### src/rtl/core/tpsr_pkg.sv
package tpsr_pkg;

   // record store size and derived widths
   localparam int RECORD_SLOTS = 32;
   localparam int CNT_W        = $clog2(RECORD_SLOTS + 1);
   localparam int SLOT_W       = 5;

   // duplicate window: 32-bit max over 100
   localparam logic [31:0] DUP_WINDOW = 32'(64'hFFFF_FFFF / 100);

   // queue between front and back
   localparam int QDEPTH  = 4;
   localparam int QPTR_W  = $clog2(QDEPTH);
   localparam int QCNT_W  = $clog2(QDEPTH + 1);

   // configuration register indexes
   localparam logic CSR_SKIP_DUP    = 1'b0;
   localparam logic CSR_COUNT_EMPTY = 1'b1;

   typedef enum logic [1:0] {
      ACT_STORED = 2'd0,
      ACT_DUP    = 2'd1,
      ACT_EMPTY  = 2'd2,
      ACT_FULL   = 2'd3
   } action_type;

   typedef struct packed {
      logic skip_dup;
      logic count_empty;
   } cfg_type;

   // one classified item in the queue
   typedef struct packed {
      logic        flow_start;
      logic        dir;
      logic [31:0] seq;
      logic [31:0] ack;
      logic [15:0] len;
      logic [7:0]  flags;
      logic [63:0] ts;
      logic        empty_skip;
   } entry_type;

   typedef struct packed {
      logic [QCNT_W-1:0] count;
      logic              full;
   } q_stat_type;

endpackage

### src/rtl/core/tcp_packet_stats_recorder_top.sv
// An accepted item passes through a queue entry, then the result register.
// Throughput: one item per cycle while the result side is ready; the combinational
// compare and state update in the back end set that rate, and a 4-entry queue absorbs
// result-side stalls. Reset (synchronous, active high) clears flow state, record count,
// configuration, the queue and the result valid.
module tcp_packet_stats_recorder_top import tpsr_pkg::*; (
   input  logic              clock,
   input  logic              reset,
   input  logic              req_valid,
   output logic              req_ready,
   input  logic              req_flow_start,
   input  logic              req_direction,
   input  logic [31:0]       req_seq_number,
   input  logic [31:0]       req_ack_number,
   input  logic [15:0]       req_payload_length,
   input  logic [7:0]        req_tcp_flag_bits,
   input  logic [63:0]       req_timestamp,
   output logic              rsp_valid,
   input  logic              rsp_ready,
   output logic [1:0]        rsp_action,
   output logic [SLOT_W-1:0] rsp_slot,
   output logic [15:0]       rsp_rec_length,
   output logic [7:0]        rsp_rec_flags,
   output logic [63:0]       rsp_rec_time,
   output logic signed [1:0] rsp_rec_dir_sign,
   input  logic              csr_we,
   input  logic              csr_index,
   input  logic              csr_wdata
);

   cfg_type    cfg_ff, cfg_in;
   q_stat_type q_stat;
   logic       push;
   entry_type  push_entry;
   logic       pop;
   logic       head_valid;
   entry_type  head_entry;

   // configuration registers
   always_comb begin
      cfg_in = cfg_ff;
      if (csr_we) begin
         case (csr_index)
            CSR_SKIP_DUP:    cfg_in.skip_dup    = csr_wdata;
            CSR_COUNT_EMPTY: cfg_in.count_empty = csr_wdata;
            default:         cfg_in = cfg_ff;
         endcase
      end
   end

   always_ff @(posedge clock) begin
      if (reset) begin
         cfg_ff <= '0;
      end else begin
         cfg_ff <= cfg_in;
      end
   end

   tpsr_front u_front (
      .req_valid          (req_valid),
      .req_ready          (req_ready),
      .req_flow_start     (req_flow_start),
      .req_direction      (req_direction),
      .req_seq_number     (req_seq_number),
      .req_ack_number     (req_ack_number),
      .req_payload_length (req_payload_length),
      .req_tcp_flag_bits  (req_tcp_flag_bits),
      .req_timestamp      (req_timestamp),
      .cfg                (cfg_ff),
      .q_stat             (q_stat),
      .push               (push),
      .push_entry         (push_entry)
   );

   tpsr_queue u_queue (
      .clock      (clock),
      .reset      (reset),
      .push       (push),
      .push_entry (push_entry),
      .pop        (pop),
      .head_valid (head_valid),
      .head_entry (head_entry),
      .q_stat     (q_stat)
   );

   tpsr_exec u_exec (
      .clock            (clock),
      .reset            (reset),
      .cfg              (cfg_ff),
      .head_valid       (head_valid),
      .head_entry       (head_entry),
      .pop              (pop),
      .rsp_valid        (rsp_valid),
      .rsp_ready        (rsp_ready),
      .rsp_action       (rsp_action),
      .rsp_slot         (rsp_slot),
      .rsp_rec_length   (rsp_rec_length),
      .rsp_rec_flags    (rsp_rec_flags),
      .rsp_rec_time     (rsp_rec_time),
      .rsp_rec_dir_sign (rsp_rec_dir_sign)
   );

`ifndef SYNTHESIS
   // results other than stored carry an all-zero record
   assert property (@(posedge clock) disable iff (reset)
      (rsp_valid && rsp_action != ACT_STORED) |->
      (rsp_slot == '0 && rsp_rec_length == '0 && rsp_rec_flags == '0
       && rsp_rec_time == '0 && rsp_rec_dir_sign == '0))
      else $error("non-stored result with nonzero record");

   // stored results carry +1 or -1 as direction sign
   assert property (@(posedge clock) disable iff (reset)
      (rsp_valid && rsp_action == ACT_STORED) |->
      (rsp_rec_dir_sign == 2'sb01 || rsp_rec_dir_sign == 2'sb11))
      else $error("stored result with bad direction sign");

   // queue fill never passes its depth
   assert property (@(posedge clock) disable iff (reset)
      q_stat.count <= QCNT_W'(QDEPTH))
      else $error("queue overflow");

   // a popped item shows up as a valid result in the next cycle
   assert property (@(posedge clock) disable iff (reset)
      pop |=> rsp_valid)
      else $error("popped item lost");
`endif

endmodule

### src/rtl/core/tpsr_front.sv
module tpsr_front import tpsr_pkg::*; (
   input  logic        req_valid,
   output logic        req_ready,
   input  logic        req_flow_start,
   input  logic        req_direction,
   input  logic [31:0] req_seq_number,
   input  logic [31:0] req_ack_number,
   input  logic [15:0] req_payload_length,
   input  logic [7:0]  req_tcp_flag_bits,
   input  logic [63:0] req_timestamp,
   input  cfg_type     cfg,
   input  q_stat_type  q_stat,
   output logic        push,
   output entry_type   push_entry
);

   // accept whenever the queue has room
   assign req_ready = !q_stat.full;
   assign push      = req_valid && !q_stat.full;

   // classify: empty payload that is not to be counted
   always_comb begin
      push_entry.flow_start = req_flow_start;
      push_entry.dir        = req_direction;
      push_entry.seq        = req_seq_number;
      push_entry.ack        = req_ack_number;
      push_entry.len        = req_payload_length;
      push_entry.flags      = req_tcp_flag_bits;
      push_entry.ts         = req_timestamp;
      push_entry.empty_skip = (req_payload_length == 16'd0) && !cfg.count_empty;
   end

endmodule

### src/rtl/core/tpsr_queue.sv
module tpsr_queue import tpsr_pkg::*; (
   input  logic       clock,
   input  logic       reset,
   input  logic       push,
   input  entry_type  push_entry,
   input  logic       pop,
   output logic       head_valid,
   output entry_type  head_entry,
   output q_stat_type q_stat
);

   entry_type         slot_ff [QDEPTH];
   logic [QPTR_W-1:0] wr_ptr_ff, wr_ptr_in;
   logic [QPTR_W-1:0] rd_ptr_ff, rd_ptr_in;
   logic [QCNT_W-1:0] count_ff, count_in;

   // pointer and fill count update
   always_comb begin
      wr_ptr_in = push ? wr_ptr_ff + QPTR_W'(1) : wr_ptr_ff;
      rd_ptr_in = pop  ? rd_ptr_ff + QPTR_W'(1) : rd_ptr_ff;
      count_in  = count_ff;
      if (push && !pop) begin
         count_in = count_ff + QCNT_W'(1);
      end else if (pop && !push) begin
         count_in = count_ff - QCNT_W'(1);
      end
   end

   always_ff @(posedge clock) begin
      if (reset) begin
         wr_ptr_ff <= '0;
         rd_ptr_ff <= '0;
         count_ff  <= '0;
      end else begin
         wr_ptr_ff <= wr_ptr_in;
         rd_ptr_ff <= rd_ptr_in;
         count_ff  <= count_in;
      end
   end

   // entry storage, no reset
   always_ff @(posedge clock) begin
      if (push) begin
         slot_ff[wr_ptr_ff] <= push_entry;
      end
   end

   assign head_valid   = count_ff != '0;
   assign head_entry   = slot_ff[rd_ptr_ff];
   assign q_stat.count = count_ff;
   assign q_stat.full  = count_ff == QCNT_W'(QDEPTH);

endmodule

### src/rtl/core/tpsr_exec.sv
module tpsr_exec import tpsr_pkg::*; (
   input  logic              clock,
   input  logic              reset,
   input  cfg_type           cfg,
   input  logic              head_valid,
   input  entry_type         head_entry,
   output logic              pop,
   output logic              rsp_valid,
   input  logic              rsp_ready,
   output logic [1:0]        rsp_action,
   output logic [SLOT_W-1:0] rsp_slot,
   output logic [15:0]       rsp_rec_length,
   output logic [7:0]        rsp_rec_flags,
   output logic [63:0]       rsp_rec_time,
   output logic signed [1:0] rsp_rec_dir_sign
);

   function automatic logic near_below(input logic [31:0] cur, input logic [31:0] prev);
      logic [31:0] diff;
      diff = prev - cur;
      return (cur <= prev) && (diff <= DUP_WINDOW);
   endfunction

   // per-direction flow state
   logic [31:0]      last_seq_ff [2];
   logic [31:0]      last_ack_ff [2];
   logic [15:0]      last_len_ff [2];
   logic [7:0]       last_flags_ff [2];
   logic [CNT_W-1:0] count_ff, count_in;

   // result register
   logic              out_valid_ff, out_valid_in;
   action_type        action_ff, action_in;
   logic [SLOT_W-1:0] slot_ff, slot_in;
   logic [15:0]       len_ff, len_in;
   logic [7:0]        flags_ff, flags_in;
   logic [63:0]       time_ff, time_in;
   logic signed [1:0] sign_ff, sign_in;

   logic             fs;
   logic             dir;
   logic [31:0]      eff_seq, eff_ack;
   logic [15:0]      eff_len;
   logic [7:0]       eff_flags;
   logic [CNT_W-1:0] eff_count;
   logic             is_dup;
   logic             is_full;

   // take the head when the result register is free or drains now
   assign pop = head_valid && (!out_valid_ff || rsp_ready);

   // state seen after an optional flow-start clear
   always_comb begin
      fs        = head_entry.flow_start;
      dir       = head_entry.dir;
      eff_seq   = fs ? '0 : last_seq_ff[dir];
      eff_ack   = fs ? '0 : last_ack_ff[dir];
      eff_len   = fs ? '0 : last_len_ff[dir];
      eff_flags = fs ? '0 : last_flags_ff[dir];
      eff_count = fs ? '0 : count_ff;
      is_dup    = cfg.skip_dup
                  && near_below(head_entry.seq, eff_seq)
                  && near_below(head_entry.ack, eff_ack)
                  && (eff_count != '0)
                  && (head_entry.len == eff_len)
                  && (head_entry.flags == eff_flags);
      is_full   = eff_count >= CNT_W'(RECORD_SLOTS);
   end

   // action and result fields
   always_comb begin
      count_in = count_ff;
      slot_in  = '0;
      len_in   = '0;
      flags_in = '0;
      time_in  = '0;
      sign_in  = '0;
      if (is_dup) begin
         action_in = ACT_DUP;
         count_in  = eff_count;
      end else if (head_entry.empty_skip) begin
         action_in = ACT_EMPTY;
         count_in  = eff_count;
      end else if (is_full) begin
         action_in = ACT_FULL;
         count_in  = eff_count;
      end else begin
         action_in = ACT_STORED;
         count_in  = eff_count + CNT_W'(1);
         slot_in   = SLOT_W'(eff_count);
         len_in    = head_entry.len;
         flags_in  = head_entry.flags;
         time_in   = head_entry.ts;
         sign_in   = dir ? 2'sb01 : 2'sb11;
      end
      out_valid_in = pop || (out_valid_ff && !rsp_ready);
   end

   // flow state update
   always_ff @(posedge clock) begin
      if (reset) begin
         for (int i = 0; i < 2; i++) begin
            last_seq_ff[i]   <= '0;
            last_ack_ff[i]   <= '0;
            last_len_ff[i]   <= '0;
            last_flags_ff[i] <= '0;
         end
         count_ff <= '0;
      end else if (pop) begin
         if (fs) begin
            last_seq_ff[!dir]   <= '0;
            last_ack_ff[!dir]   <= '0;
            last_len_ff[!dir]   <= '0;
            last_flags_ff[!dir] <= '0;
         end
         if (!is_dup) begin
            last_seq_ff[dir]   <= head_entry.seq;
            last_ack_ff[dir]   <= head_entry.ack;
            last_len_ff[dir]   <= head_entry.len;
            last_flags_ff[dir] <= head_entry.flags;
         end
         count_ff <= count_in;
      end
   end

   // result register
   always_ff @(posedge clock) begin
      if (reset) begin
         out_valid_ff <= 1'b0;
      end else begin
         out_valid_ff <= out_valid_in;
      end
   end

   always_ff @(posedge clock) begin
      if (pop) begin
         action_ff <= action_in;
         slot_ff   <= slot_in;
         len_ff    <= len_in;
         flags_ff  <= flags_in;
         time_ff   <= time_in;
         sign_ff   <= sign_in;
      end
   end

   assign rsp_valid        = out_valid_ff;
   assign rsp_action       = action_ff;
   assign rsp_slot         = slot_ff;
   assign rsp_rec_length   = len_ff;
   assign rsp_rec_flags    = flags_ff;
   assign rsp_rec_time     = time_ff;
   assign rsp_rec_dir_sign = sign_ff;

endmodule

### config.mk
export PLATFORM = sky130hd
export DESIGN_NAME = tcp_packet_stats_recorder_top
export DESIGN_NICKNAME = d
export VERILOG_FILES = /design/src/rtl/core/tpsr_pkg.sv /design/src/rtl/core/tcp_packet_stats_recorder_top.sv /design/src/rtl/core/tpsr_front.sv /design/src/rtl/core/tpsr_queue.sv /design/src/rtl/core/tpsr_exec.sv
export SDC_FILE = /design/constraint.sdc
export NUM_CORES = 1
export LEC_CHECK = 0
export BUFFER_PORTS_ARGS = -buffer_cell sky130_fd_sc_hd__buf_4
export CORE_MARGIN = 1.5
export CORE_UTILIZATION = 38
export CTS_BUF_LIST = sky130_fd_sc_hd__clkbuf_2 sky130_fd_sc_hd__clkbuf_4 sky130_fd_sc_hd__clkbuf_8
export CTS_CLUSTER_DIAMETER = 30
export DETAILED_ROUTE_END_ITERATION = 16
export HOLD_SLACK_MARGIN = 0.1
export PLACE_DENSITY = 0.52
export SLEW_MARGIN = 20
export SYNTH_ARGS = -nofsm -noshare
export SYNTH_HDL_FRONTEND = slang
export SYNTH_SLANG_ARGS = --single-unit
### constraint.sdc
create_clock -name clock -period 12 [get_ports clock]
set_input_delay 2.4 -clock clock [delete_from_list [all_inputs] [get_ports clock]]
set_output_delay 2.4 -clock clock [all_outputs]
set_load 0.02 [all_outputs]
## Word-level counts from Yosys, hierarchy flattened

Memory sizes are Yosys's and may differ from the RTL's. A register that Yosys moved wholly into a read port is not among the register bits.
Cells that the tools add are included.

- Bits in registers: 113
- Memory bits (writable): 796
- Output and inout bits: 99
- Memories: 5

- Add/subtract/negate cells: 7
- Order comparisons: 5
- Equal/unequal tests: 3
- Multiplexer cells: 51
- Bitwise logic cells: 1
- Reduce and logical (&&, ||, !) cells: 37

Memories:

| memory | depth | width | read ports | clocked after Yosys merged registers in | wr ports | RTL line | RTL |
|---|---|---|---|---|---|---|---|
| u_queue.slot_ff | 4 | 155 | 1 | 1 | 1 | tpsr_queue.sv:12 | `entry_type slot_ff [QDEPTH];` |
| u_exec.last_ack_ff | 2 | 32 | 1 | 0 | 2 | tpsr_exec.sv:26 | `logic [31:0] last_ack_ff [2];` |
| u_exec.last_seq_ff | 2 | 32 | 1 | 0 | 2 | tpsr_exec.sv:25 | `logic [31:0] last_seq_ff [2];` |
| u_exec.last_len_ff | 2 | 16 | 1 | 0 | 2 | tpsr_exec.sv:27 | `logic [15:0] last_len_ff [2];` |
| u_exec.last_flags_ff | 2 | 8 | 1 | 0 | 2 | tpsr_exec.sv:28 | `logic [7:0] last_flags_ff [2];` |

Operators with widths:

| operator | number |
|---|---|
| two-way mux 32 bit | 6 |
| OR reduction 32 bit | 4 |
| less-or-equal comparator 32 x 26 -> 1 bit (second input constant) | 2 |
| less-or-equal comparator 32 bit | 2 |
| subtractor 32 bit | 2 |
| two-way mux 16 bit | 3 |
| OR reduction 16 bit | 2 |
| two-way mux 1 bit | 28 |
| two-way mux 6 bit | 4 |
| two-way mux 8 bit | 3 |
| equality test 16 bit | 1 |
| zero test 16 bit | 1 |
| OR reduction 8 bit | 2 |
| logical AND 1 bit | 13 |
| two-way mux 2 bit | 5 |
| equality test 8 bit | 1 |
| zero test 1 bit | 7 |
| adder 6 x 1 -> 6 bit (second input constant) | 1 |
| greater-or-equal comparator 6 bit (second input constant) | 1 |
| two-way mux 3 bit | 2 |
| nonzero test 6 bit | 1 |
| adder 2 x 1 -> 2 bit (second input constant) | 2 |
| AND reduction 2 bit | 2 |
| adder 3 x 1 -> 3 bit (second input constant) | 1 |
| 7 further kinds | 8 |

## Logic depth before layout (Yosys ltp)

An unclocked memory read counts as a cell.

- Depth after elaboration: 16
- Depth in mapped cells: 27

## Hierarchy

A second synthesis with hierarchy kept.

- Cells, all modules: 2,648
- Area, all modules: 41,066.9 um^2

Modules (own cells, without submodules):

| module | instances | cells an instance | area each (um^2) |
|---|---|---|---|
| tpsr_queue | 1 | 853 | 22,765.6 |
| tpsr_exec | 1 | 1,624 | 17,001.3 |
| tpsr_front | 1 | 162 | 1,207.4 |
| tcp_packet_stats_recorder_top | 1 | 9 | 92.6 |

## Least setup slack after synthesis

No wires, ideal clock.

- Kind: register -> register
- From: register (tool-made name)
- To: memory u_exec.last_ack_ff[0][0], enable pin
- Library setup time: 553 ps
- Arrival: 9,869 ps
- Data required time: 11,447 ps
- Slack: 1,578 ps
- Cell stages (with the launch flop): 25
- Path buffers: 10
- Cells stage by stage: dfxtp_1 > buf_6 > buf_2 > buf_2 > buf_2 > clkbuf_1 > buf_1 > clkbuf_1 > clkbuf_1 > buf_1 > nand2_1 > o21ai_0 > ha_1 > clkbuf_1 > a21oi_1 > o21ai_0 > nor3b_1 > a31oi_1 > xor2_1 > or4_1 > o41a_1 > a21oi_1 > nand4b_1 > o21ai_0 > o21bai_1

RTL lines:

| element | RTL line |
|---|---|
| end: declaration | tpsr_exec.sv:26 |

==> metrics.txt <==
layout cells sized above 1 24.7%; detailed placement HPWL 58900 µm; Total Routed Length around 95000 µm; Layout Utilization 45.9%; IO Pins 260; wl on met1 40900 µm; CTS H-tree lvls 4; synth warn 0; post-synthesis sequential area ratio between 60% and 70%; wire length on met3 6170 µm; initial core utilization 38.2%; syn_nets between 2k and 3k; DIE WIDTH 325 µm; CP Launch Type flop; Layout Nets ~3.4k; critical path endpoint category flop; EDFF count, synth between 800 and 900; clock skew 0.0472 ns; maximum VDD drop approximately 0.14 mV; Hold Buf Count CTS 0; Pwr Total 12.6 mW; Synth area leaders edfxtp_1 (68%), mux4_2 (4.0%), nand2_1 (3.0%); RSZ-0062 raised after global routing no; Max Cap Viol 0; drt wl/cell 20.4 µm; clock slew at reported path FFs 0.06 ns; relative slew slack 28.4%; placed cell areas 0.0430 mm²; fin crit share between 60% and 70%; CTS tree yes; Synth area leader edfxtp_1; CP required 12.57 ns; max layer used met5; filler cell count ~9.3k; Vias per Instance 5.16; status finished clean; TritonCTS buffer count 196; first-pass GRT wire length 146000 µm; fin crit period 7.87 ns; Post-synth ARST share 0%; Antenna Nets Post-Route 0; Rows 118; Post-Syn Area 0.0395 mm²; Setup Buffers After CTS 0; Synth Flop Type edfxtp_1; Avg Cell Area, Syn 14.3 µm²; Port Buf Inserts about 260; final RePlAce weighted congestion about 0.87; pwr dens between 200 and 300 mW/mm²; Yosys reg bits 911; Final Max Tran Viols 0; count of final hold-check violations 0; Post-CTS Resized 0; vias in the first global route ~25k; Clk Latency, worst-skew pair approximately 0.87 ns; number of DRC markers in iteration 0 1387; Post-Route Setup TNS 0 ns; antenna violations before repair 11; die height 325 µm; Final Instance Area around 0.047 mm²; area share of the largest cell type after synthesis 67.9%; met2 wire len 46100 µm; clk buf depth 3; routed via count 24.1k; synth unique cells 78; total track usage between 10% and 20%; DR pass1 iterations 5; critical path arrival 8.44 ns; crit path max fanout 55; post-synthesis cell count 2761; Final Setup Violations 0; Worst Hold Class reg2reg; Fmax achieved 127 MHz; Die Area 0.106 mm²; Pleak around 17 nW; root buf cell clkbuf_8; pin count of the biggest net entering global routing 114; Crit Path Category reg2reg; CTS sink cnt just over 900; DRC viols 0; Worst-Margin Slew 1.07 ns; grt ovf 0; Area growth syn-to-layout 20.1%; Std-Cell Core Area 0.103 mm²
==> worst max-delay path, stage by stage, from the launching register on <==
cell and delay (ns):
dfxtp_4 0.75, buf_4 0.89, buf_4 0.58, mux2_2 0.39, o21ai_0 0.42, ha_1 0.39, nand2_1 0.13, nor3_1 0.58
o2111a_1 0.43, nor3_1 0.09, o221ai_1 0.24, o221ai_1 0.20, a31o_2 0.28, nor4b_1 0.31, nor2b_1 0.18, nand4b_1 0.33
nand3_4 0.57, buf_4 0.61, nor2_1 0.10
==> placed cells by master, fill, tap and decap left out, drive strengths merged, types with 71 or more instances in the layout <==
master,synthesis,routed
nand2,311,311
o21ai,141,141
nor2b,79,79
nor2,271,271
clkbuf,72,237
buf,65,296
clkinv,0,77
edfxtp,893,893
ha,71,71
mux2i,113,113
a21oi,152,152
mux2,95,95
==> per-stage QoR <==
| step | hold slack (ns) | cells | setup slack, ns |
|---|---|---|---|
| 2_1_floorplan | 0.437 | 2761 | 1.58 |
| 5_1_grt | 0.499 | 4669 | 3.53 |
| 4_1_cts | 0.482 | 4667 | 4.04 |
| 3_5_place_dp | 0.476 | 4300 | 4.01 |
| 6_report | 0.477 | 4670 | 4.13 |
| 3_3_place_gp | 0.465 | 4300 | 4.17 |
==> cell type report <==
class / instances / area [µm²] / area share (%)
Clock buffer: 237 / 3020 / 6.37
Clock inverter: 130 / 1480 / 3.11
Sequential cell: 911 / 27200 / 57.3
Inverter: 23 / 88.8 / 0.187
Antenna cell: 3 / 7.51 / 0.0158
Timing Repair Buffer: 296 / 2230 / 4.71
Tap cell: 1380 / 1730 / 3.64
Multi-Input combinational cell: 1690 / 11700 / 24.7
==> Yosys cell counts (9+ instances only) <==
master and number:
o31ai_1 9, mux2_2 90, a31oi_1 23, or4_1 11
a211oi_1 9, o211ai_1 15, mux2i_1 113, nand2_1 311
a21oi_1 151, o21a_1 18, edfxtp_1 893, clkbuf_1 72
xor2_1 22, nor2b_1 79, mux4_2 70, nor3_1 42
xnor2_1 32, o21ai_0 138, a21o_1 12, buf_2 33
ha_1 71, inv_1 23, nand3_1 17, nor2_1 271
nor4_1 20, or3_1 16, buf_1 24, dfxtp_1 18
nand4_1 25
==> cell families after synthesis <==
| group | count (synthesis) | share of synthesized area [%] |
|---|---|---|
| XOR/XNOR | 54 | 1.20 |
| AO/OA/AOI/OAI | 448 | 6.83 |
| flip-flops | 911 | 68.8 |
| buffers and inverters | 160 | 1.77 |
| AND/OR/NAND/NOR | 838 | 9.56 |
| adder cells (fa/ha/maj) | 72 | 2.30 |
| multiplexers | 278 | 9.57 |
==> path summary, 6_finish.rpt <==
path	startpoint	endpoint	slack, ns	depth (start not counted)
setup / recovery	flop	u_exec.last_seq_ff[1][15]	4.13	18
hold / removal	u_exec.rsp_valid	u_exec.rsp_valid	0.48	2
setup reg to reg	flop	u_exec.last_seq_ff[1][15]	4.13	18
hold reg to reg	u_exec.rsp_valid	u_exec.rsp_valid	0.48	2
==> power by group <==
part	internal, mW	switching [mW]
Combinational	1.56	2.79
Sequential	4.33	0.230
Clock	2.29	1.45
==> per-layer routing <==
metal / GRT usage, % / vias up
met4: 5.88 / 20
met2: 29.6 / 555
met1: 22.5 / 12000
met3: 5.18 / 177
met5: 0 / -
li1: - / 11300
==> sequential cells by signal, summed over array words and instances, names as in the netlist, 3 cells and up, named ones only <==
| signal | cells |
|---|---|
| u_exec.count_ff | 6 |
| u_queue.slot_ff | 620 |
| u_exec.rsp_slot | 5 |
| u_queue.count_ff | 3 |
| u_exec.rsp_rec_flags | 8 |
| u_exec.last_ack_ff | 64 |
| u_exec.rsp_rec_length | 16 |
| u_exec.last_seq_ff | 64 |
| u_exec.rsp_rec_time | 64 |
| u_exec.last_flags_ff | 16 |
| u_exec.last_len_ff | 32 |
(Power assumes the default switching activity.)
